--- config.mk ---
export PLATFORM = sky130hd
export DESIGN_NAME = plc_on_off_pulse_timer
export DESIGN_NICKNAME = d
export VERILOG_FILES = /design/src/sv/pot_pkg.sv /design/src/sv/plc_on_off_pulse_timer.sv /design/src/sv/pot_core.sv /design/src/sv/pot_out.sv
export SDC_FILE = /design/constraint.sdc
export NUM_CORES = 1
export LEC_CHECK = 0
export ABC_AREA = 1
export BUFFER_PORTS_ARGS = -buffer_cell sky130_fd_sc_hd__buf_2
export CAP_MARGIN = 20
export CORE_ASPECT_RATIO = 0.75
export CORE_MARGIN = 8
export CORE_UTILIZATION = 50
export DETAILED_ROUTE_END_ITERATION = 10
export PLACE_DENSITY = 0.79
export SLEW_MARGIN = 15
export SYNTH_ARGS = -nofsm -noshare
export SYNTH_HDL_FRONTEND = slang
export SYNTH_SLANG_ARGS = --single-unit
--- constraint.sdc ---
create_clock -name i_clk -period 9.5 [get_ports i_clk]
set_input_delay 1.9 -clock i_clk [delete_from_list [all_inputs] [get_ports i_clk]]
set_output_delay 1.9 -clock i_clk [all_outputs]
set_load 0.01 [all_outputs]
--- src/sv/pot_pkg.sv ---
package pot_pkg;

    typedef enum logic [1:0] {
        REQ_LATCH  = 2'd0,
        REQ_TICK   = 2'd1,
        REQ_CLEAR  = 2'd2,
        REQ_UNUSED = 2'd3
    } t_req;

    typedef enum logic [1:0] {
        MODE_TON = 2'd0,
        MODE_TOF = 2'd1,
        MODE_TP  = 2'd2,
        MODE_OFF = 2'd3
    } t_mode;

    typedef enum logic [1:0] {
        BASE_MS     = 2'd0,
        BASE_SEC    = 2'd1,
        BASE_MIN    = 2'd2,
        BASE_UNUSED = 2'd3
    } t_base;

    typedef enum logic [1:0] {
        CFG_TIME_BASE = 2'd0,
        CFG_MODE      = 2'd1,
        CFG_PRESET    = 2'd2,
        CFG_NONE      = 2'd3
    } t_cfg_idx;

    localparam int unsigned CNT_W  = 16;
    localparam int unsigned PRE_W  = 10;
    localparam int unsigned CFG_W  = 16;

    localparam logic [CNT_W-1:0] MS_STEP   = 16'd100;
    localparam logic [PRE_W-1:0] SEC_TICKS = 10'd10;
    localparam logic [PRE_W-1:0] MIN_TICKS = 10'd600;
    localparam logic [CNT_W-1:0] CNT_MAX   = 16'hFFFF;

    typedef struct packed {
        logic             timer_out;
        logic             out_pulse;
        logic [CNT_W-1:0] elapsed;
    } t_result;

endpackage

--- src/sv/plc_on_off_pulse_timer.sv ---
// Path: an accepted item enters the input register, then passes through the timer core into
// the result register when that register is free to take it.
// Throughput: one item per cycle while the receiver keeps m_axis_tready high; the timer state
// updates in one pass as the item leaves the input register, so the state loop does not limit the rate.
// Reset (i_rst_n low, synchronous): registers time_base/timer_mode/preset, timer state and
// both pipeline valids clear. A config write to an existing register also clears timer state.
module plc_on_off_pulse_timer (
    input  logic        i_clk,
    input  logic        i_rst_n,
    // configuration write port
    input  logic        i_cfg_we,
    input  logic [1:0]  i_cfg_addr,
    input  logic [15:0] i_cfg_wdata,
    // input items
    input  logic        s_axis_tvalid,
    output logic        s_axis_tready,
    input  logic [7:0]  s_axis_tdata,   // [1:0] req_type, [2] enable_level, [7:3] zero
    // result items
    output logic        m_axis_tvalid,
    input  logic        m_axis_tready,
    output logic [23:0] m_axis_tdata    // [0] timer_out, [1] out_pulse, [17:2] elapsed, [23:18] zero
);

    // input register stage
    logic             r_in_valid;
    logic [1:0]       r_req;
    logic             r_lvl;
    logic             out_free;
    logic             advance;
    pot_pkg::t_result res;

    // item moves into the timer core when the result register can take it
    assign advance       = r_in_valid && out_free;
    assign s_axis_tready = !r_in_valid || advance;

    always_ff @(posedge i_clk) begin
        if (!i_rst_n) begin
            r_in_valid <= 1'b0;
        end else if (s_axis_tready) begin
            r_in_valid <= s_axis_tvalid;
        end
    end

    always_ff @(posedge i_clk) begin
        if (s_axis_tready && s_axis_tvalid) begin
            r_req <= s_axis_tdata[1:0];
            r_lvl <= s_axis_tdata[2];
        end
    end

    // state update and result computation
    pot_core u_core (
        .i_clk          (i_clk),
        .i_rst_n        (i_rst_n),
        .i_cfg_we       (i_cfg_we),
        .i_cfg_addr     (i_cfg_addr),
        .i_cfg_wdata    (i_cfg_wdata),
        .i_go           (advance),
        .i_req_type     (r_req),
        .i_enable_level (r_lvl),
        .o_res          (res)
    );

    // result register
    pot_out u_out (
        .i_clk           (i_clk),
        .i_rst_n         (i_rst_n),
        .i_load          (advance),
        .i_res           (res),
        .i_m_axis_tready (m_axis_tready),
        .o_free          (out_free),
        .m_axis_tvalid   (m_axis_tvalid),
        .m_axis_tdata    (m_axis_tdata)
    );

endmodule

--- src/sv/pot_core.sv ---
// Timer state, configuration registers and the per-item update.
module pot_core (
    input  logic                      i_clk,
    input  logic                      i_rst_n,
    input  logic                      i_cfg_we,
    input  logic [1:0]                i_cfg_addr,
    input  logic [pot_pkg::CFG_W-1:0] i_cfg_wdata,
    input  logic                      i_go,
    input  logic [1:0]                i_req_type,
    input  logic                      i_enable_level,
    output pot_pkg::t_result          o_res
);

    logic [1:0]                r_time_base;
    logic [1:0]                r_mode;
    logic [pot_pkg::CNT_W-1:0] r_preset;

    logic [pot_pkg::CNT_W-1:0] r_cnt,   n_cnt;
    logic [pot_pkg::PRE_W-1:0] r_pre,   n_pre;
    logic                      r_en,    n_en;
    logic                      r_q,     n_q;
    logic                      r_pulse, n_pulse;

    // count step shared by up and down counting
    logic [pot_pkg::PRE_W-1:0] pre_inc;
    logic [pot_pkg::PRE_W-1:0] pre_step;
    logic [pot_pkg::CNT_W-1:0] step;
    logic [pot_pkg::CNT_W:0]   sum;
    logic [pot_pkg::CNT_W-1:0] cnt_up;
    logic [pot_pkg::CNT_W-1:0] cnt_dn;
    logic                      below;
    logic                      q_tof;

    always_comb begin
        pre_inc  = r_pre + 1'b1;
        pre_step = r_pre;
        step     = '0;
        case (pot_pkg::t_base'(r_time_base))
            pot_pkg::BASE_MS: begin
                step = pot_pkg::MS_STEP;
            end
            pot_pkg::BASE_SEC: begin
                if (pre_inc >= pot_pkg::SEC_TICKS) begin
                    step     = {{(pot_pkg::CNT_W-1){1'b0}}, 1'b1};
                    pre_step = '0;
                end else begin
                    pre_step = pre_inc;
                end
            end
            pot_pkg::BASE_MIN: begin
                if (pre_inc >= pot_pkg::MIN_TICKS) begin
                    step     = {{(pot_pkg::CNT_W-1){1'b0}}, 1'b1};
                    pre_step = '0;
                end else begin
                    pre_step = pre_inc;
                end
            end
            default: begin
                step = '0;
            end
        endcase
        sum    = {1'b0, r_cnt} + {1'b0, step};
        cnt_up = sum[pot_pkg::CNT_W] ? pot_pkg::CNT_MAX : sum[pot_pkg::CNT_W-1:0];
        cnt_dn = (r_cnt > step) ? (r_cnt - step) : '0;
        below  = r_cnt < r_preset;
        q_tof  = r_en | r_q;
    end

    always_comb begin
        n_cnt   = r_cnt;
        n_pre   = r_pre;
        n_en    = r_en;
        n_q     = r_q;
        n_pulse = r_pulse;
        unique case (pot_pkg::t_req'(i_req_type))
            pot_pkg::REQ_LATCH: begin
                n_en = i_enable_level;
            end
            pot_pkg::REQ_TICK: begin
                unique case (pot_pkg::t_mode'(r_mode))
                    pot_pkg::MODE_TON: begin
                        n_pulse = 1'b0;
                        n_en    = 1'b0;
                        if (r_en) begin
                            if (below) begin
                                n_cnt = cnt_up;
                                n_pre = pre_step;
                            end else begin
                                n_pulse = ~r_q;
                                n_q     = 1'b1;
                            end
                        end else begin
                            n_cnt = '0;
                            n_pre = '0;
                            n_q   = 1'b0;
                        end
                    end
                    pot_pkg::MODE_TOF: begin
                        n_pulse = 1'b0;
                        n_en    = 1'b0;
                        n_q     = q_tof;
                        if (q_tof && !r_en) begin
                            if (r_cnt != '0) begin
                                n_cnt = cnt_dn;
                                n_pre = pre_step;
                            end else begin
                                n_pulse = 1'b1;
                                n_q     = 1'b0;
                            end
                        end else begin
                            n_cnt = r_preset;
                            n_pre = '0;
                        end
                    end
                    pot_pkg::MODE_TP: begin
                        n_pulse = 1'b0;
                        n_en    = 1'b0;
                        if (r_en || r_q) begin
                            if (below) begin
                                n_cnt = cnt_up;
                                n_pre = pre_step;
                                n_q   = 1'b1;
                            end else begin
                                n_pulse = r_q;
                                n_cnt   = '0;
                                n_pre   = '0;
                                n_q     = 1'b0;
                            end
                        end
                    end
                    default: begin
                        // disabled: tick has no effect
                        n_en = r_en;
                    end
                endcase
            end
            pot_pkg::REQ_CLEAR: begin
                n_cnt = '0;
            end
            default: begin
                n_cnt = r_cnt;
            end
        endcase
    end

    always_comb begin
        o_res.timer_out = n_q;
        o_res.out_pulse = n_pulse;
        o_res.elapsed   = n_cnt;
    end

    logic cfg_hit;
    assign cfg_hit = i_cfg_we && (i_cfg_addr != pot_pkg::CFG_NONE);

    always_ff @(posedge i_clk) begin
        if (!i_rst_n) begin
            r_time_base <= '0;
            r_mode      <= '0;
            r_preset    <= '0;
        end else if (i_cfg_we) begin
            unique case (pot_pkg::t_cfg_idx'(i_cfg_addr))
                pot_pkg::CFG_TIME_BASE: r_time_base <= i_cfg_wdata[1:0];
                pot_pkg::CFG_MODE:      r_mode      <= i_cfg_wdata[1:0];
                pot_pkg::CFG_PRESET:    r_preset    <= i_cfg_wdata[pot_pkg::CNT_W-1:0];
                default:                r_preset    <= r_preset;
            endcase
        end
    end

    always_ff @(posedge i_clk) begin
        if (!i_rst_n || cfg_hit) begin
            r_cnt   <= '0;
            r_pre   <= '0;
            r_en    <= 1'b0;
            r_q     <= 1'b0;
            r_pulse <= 1'b0;
        end else if (i_go) begin
            r_cnt   <= n_cnt;
            r_pre   <= n_pre;
            r_en    <= n_en;
            r_q     <= n_q;
            r_pulse <= n_pulse;
        end
    end

endmodule

--- src/sv/pot_out.sv ---
// Result register on the master side.
module pot_out (
    input  logic                      i_clk,
    input  logic                      i_rst_n,
    input  logic                      i_load,
    input  pot_pkg::t_result          i_res,
    input  logic                      i_m_axis_tready,
    output logic                      o_free,
    output logic                      m_axis_tvalid,
    output logic [23:0]               m_axis_tdata
);

    logic             r_valid;
    pot_pkg::t_result r_res;

    assign o_free = !r_valid || i_m_axis_tready;

    always_ff @(posedge i_clk) begin
        if (!i_rst_n) begin
            r_valid <= 1'b0;
        end else if (i_load) begin
            r_valid <= 1'b1;
        end else if (i_m_axis_tready) begin
            r_valid <= 1'b0;
        end
    end

    always_ff @(posedge i_clk) begin
        if (i_load) begin
            r_res <= i_res;
        end
    end

    assign m_axis_tvalid = r_valid;
    assign m_axis_tdata  = {6'd0, r_res.elapsed, r_res.out_pulse, r_res.timer_out};

endmodule

==> out/metrics.cfg <==
[detailed_routing]
ant_nets=0
finalWirelength_mm=15.9
firstDrtPassIters=6
drc=0
detail_route.wl_per_cell_um=14.8
vias_per_cell=5.49
vias=5880
dr.first_iter.drc_count=626

[cts]
clockRootBuffer=clkbuf_16
htreeDepth=3
cts_resized=0
tritoncts=built
post_cts_buffers=0
cts_buffers=9
clock_latency_ns=0.34
clkTransAtPathRegs_ns=0.05
cts_buffer_depth=2
cts.sinks=72
cts_hold_buf=0

[final_layout]
diodes=0
nets=990
final_layout_size_suffix_gt1_share_pct=11.3
fillers=1101
syn_to_final_growth_pct=10.0
regArea_sq_um=1650
multiInputGateArea_sq_um=3490
final_core_util_pct=55.5

[floorplanning]
start_util_pct=50.4
core_area_sq_um=11400
ios=57
die_area_sq_um=15300
rows=34
die_x_um=140
chipHeight_um=109

[sta]
fin_skew_ns=0.00942
max_slew_margin_pct=38.2
rsz0062_at_grt=false
period_share_pct=44.4
fin_tns_setup_ns=0
hold_viol_final=0
tightest_slew_ns=0.923
period_minus_slack_ns=4.22
setup_viol=0
fmax_mhz=237
final_max_slew_viol_count=0

[synthesis]
netlist_area_sq_um=5770
ys.flop_type=dfxtp_1
syn_avg_cell_area_sq_um=6.48
synth_edf_count=21
ys_seq_area_share_pct=28.6
synth_cell_types=38
ys_async_sr_fraction_pct=0
synth-seq-cells=72
synth_warnings=0
syn_inst=891

[flow_run]
maxCapViolations=0

[global_route]
grt_usage_pct=21.2
grt_overflow_total=0
grt_pass1_vias=5213
antenna_found_initial=0
grt_max_degree=38
grt_pass1_wl_mm=26.1

[setup_path]
start_kind=input pin
path_cells=buf_2, inv_1, nand3_1, buf_2
worst-path-buf-inv=3
end_kind=primary output
crit_fanout=3
slowest_stage=buf_2
cp_top_family=buffers and inverters
cp_slowest_stage_delay_ns=0.17
cp.required_ns=7.60
crit_top_cell=buf_2
crit_type=input pin to primary output
crit_arrival_ns=2.32

[power_and_ir_drop]
p_leak_nw=3.12
p_per_area_nw_per_um2=140
total_power_uw=891
peakVddDrop_mv=0.0915

[placement]
dp_hpwl_mm=12.0
gp_congestion=0.947
io_buffer_count=45

[min_path]
hold_path.class=flip-flop to flip-flop

[run_status]
status=complete, no violations

[cells in the mapped netlist, types with 3 or more instances]
library cell	instances	area share, %
nand2_2	13	1.4
nand2_4	3	0.59
clkbuf_1	12	0.78
nor2_1	62	4.0
dfxtp_1	51	18
nor2_2	7	0.76
nand3_1	94	8.2
o211ai_1	5	0.65
a21oi_1	82	7.1
o21ai_0	64	5.5
nand3b_1	9	1.2
edfxtp_1	21	11
inv_1	113	7.3
o21ai_1	10	0.87
buf_2	11	0.95
nand3_2	3	0.52
buf_4	8	1.0
nand4_1	14	1.5
nor3_1	9	0.78
inv_2	8	0.52
xor2_1	14	2.1
nand2_1	221	14
ha_1	37	8.0
[cell usage in the layout, fill, tap and decap left out, types with 3 or more instances in the layout]
cell,instances
nand2_2,13
clkinv_2,3
a21oi_1,82
nand4_1,14
nor2_1,62
o211ai_1,5
o21ai_0,64
nand3_2,3
clkbuf_16,10
dfxtp_1,51
buf_2,45
nor2_2,7
buf_4,3
nor3_1,9
nand2_1,221
ha_1,37
nand3_1,94
conb_1,6
inv_1,113
nand2_4,3
edfxtp_1,21
o21ai_1,10
xor2_1,14
nand3b_1,9
inv_2,8
[worst min-delay path, stage by stage, from the launching register on]
cell and delay, ns:
dfxtp_1 0.30, inv_1 0.07, a21oi_1 0.06
[report_power, final]
group	leakage [nW]	switching, mW	internal [mW]	total [mW]
Clock	0.156	0.132	0.225	0.357
Combinational	2.35	0.130	0.0589	0.189
Sequential	0.620	0.0148	0.330	0.345
Total	3.12	0.277	0.614	0.891
[final timing paths]
path / from / to / slack, ns / cells past startpoint
max: m_axis_tready / s_axis_tready / 5.28 / 4
min reg2reg: u_core.r_preset[7] / u_core.r_preset[7] / 0.47 / 2
max reg2reg: u_core.r_pre[0] / u_out.m_axis_tdata[8] / 5.50 / 25
min: u_core.r_preset[7] / u_core.r_preset[7] / 0.47 / 2
[sequential cells by signal, indices dropped and copies added (netlist names)]
| name | flops |
|---|---|
| u_core.r_cnt | 16 |
| r_req | 2 |
| u_out.m_axis_tvalid | 1 |
| u_core.r_mode | 2 |
| r_lvl | 1 |
| u_core.r_preset | 16 |
| u_core.r_pulse | 1 |
| r_in_valid | 1 |
| u_core.r_pre | 10 |
| u_core.r_time_base | 2 |
| u_core.r_en | 1 |
| u_core.r_q | 1 |
| u_out.m_axis_tdata | 18 |
[per-layer routing]
metal	track usage, %	share of wire [%]	vias up	wire [um]
met2	29.8	39	247	6150
met1	30.9	49	2640	7840
li1	-	-	2978	-
met3	6.12	11	15	1690
met4	5.56	1.3	0	201
met5	0	0	-	0
[cell families (layout without fill, tap and decap cells)]
logic type	after synthesis	in the layout	synth area share, %
and+or+nand+nor	443	443	34.9
other	1	6	0.0650
DFF	72	72	28.6
xor gates and xnor gates	14	14	2.12
buffers and inverters	156	187	11.2
adders and majority gates	37	37	8.02
AOI/OAI and AO/OA	168	168	15.1
[stage by stage]
step | instance area (sq um) | hold WS (ns) | cells | setup WS, ns
6_report | 6350 | 0.473 | 1071 | 5.28
4_1_cts | 6340 | 0.477 | 1070 | 5.28
3_3_place_gp | 6030 | 0.465 | 1054 | 5.27
5_1_grt | 6350 | 0.493 | 1071 | 5.21
2_1_floorplan | 5790 | 0.448 | 896 | 5.52
3_5_place_dp | 6030 | 0.470 | 1054 | 5.23
[area by class of cell]
class,instances,area share [%]
inverter,123,7.27
clock buffer,11,4.16
tap,144,2.84
timing repair buffer,48,3.90
sequential,72,26.0
multi-input combinational,668,55.0
clock inverter,5,0.828
(Power assumes the default switching activity.)
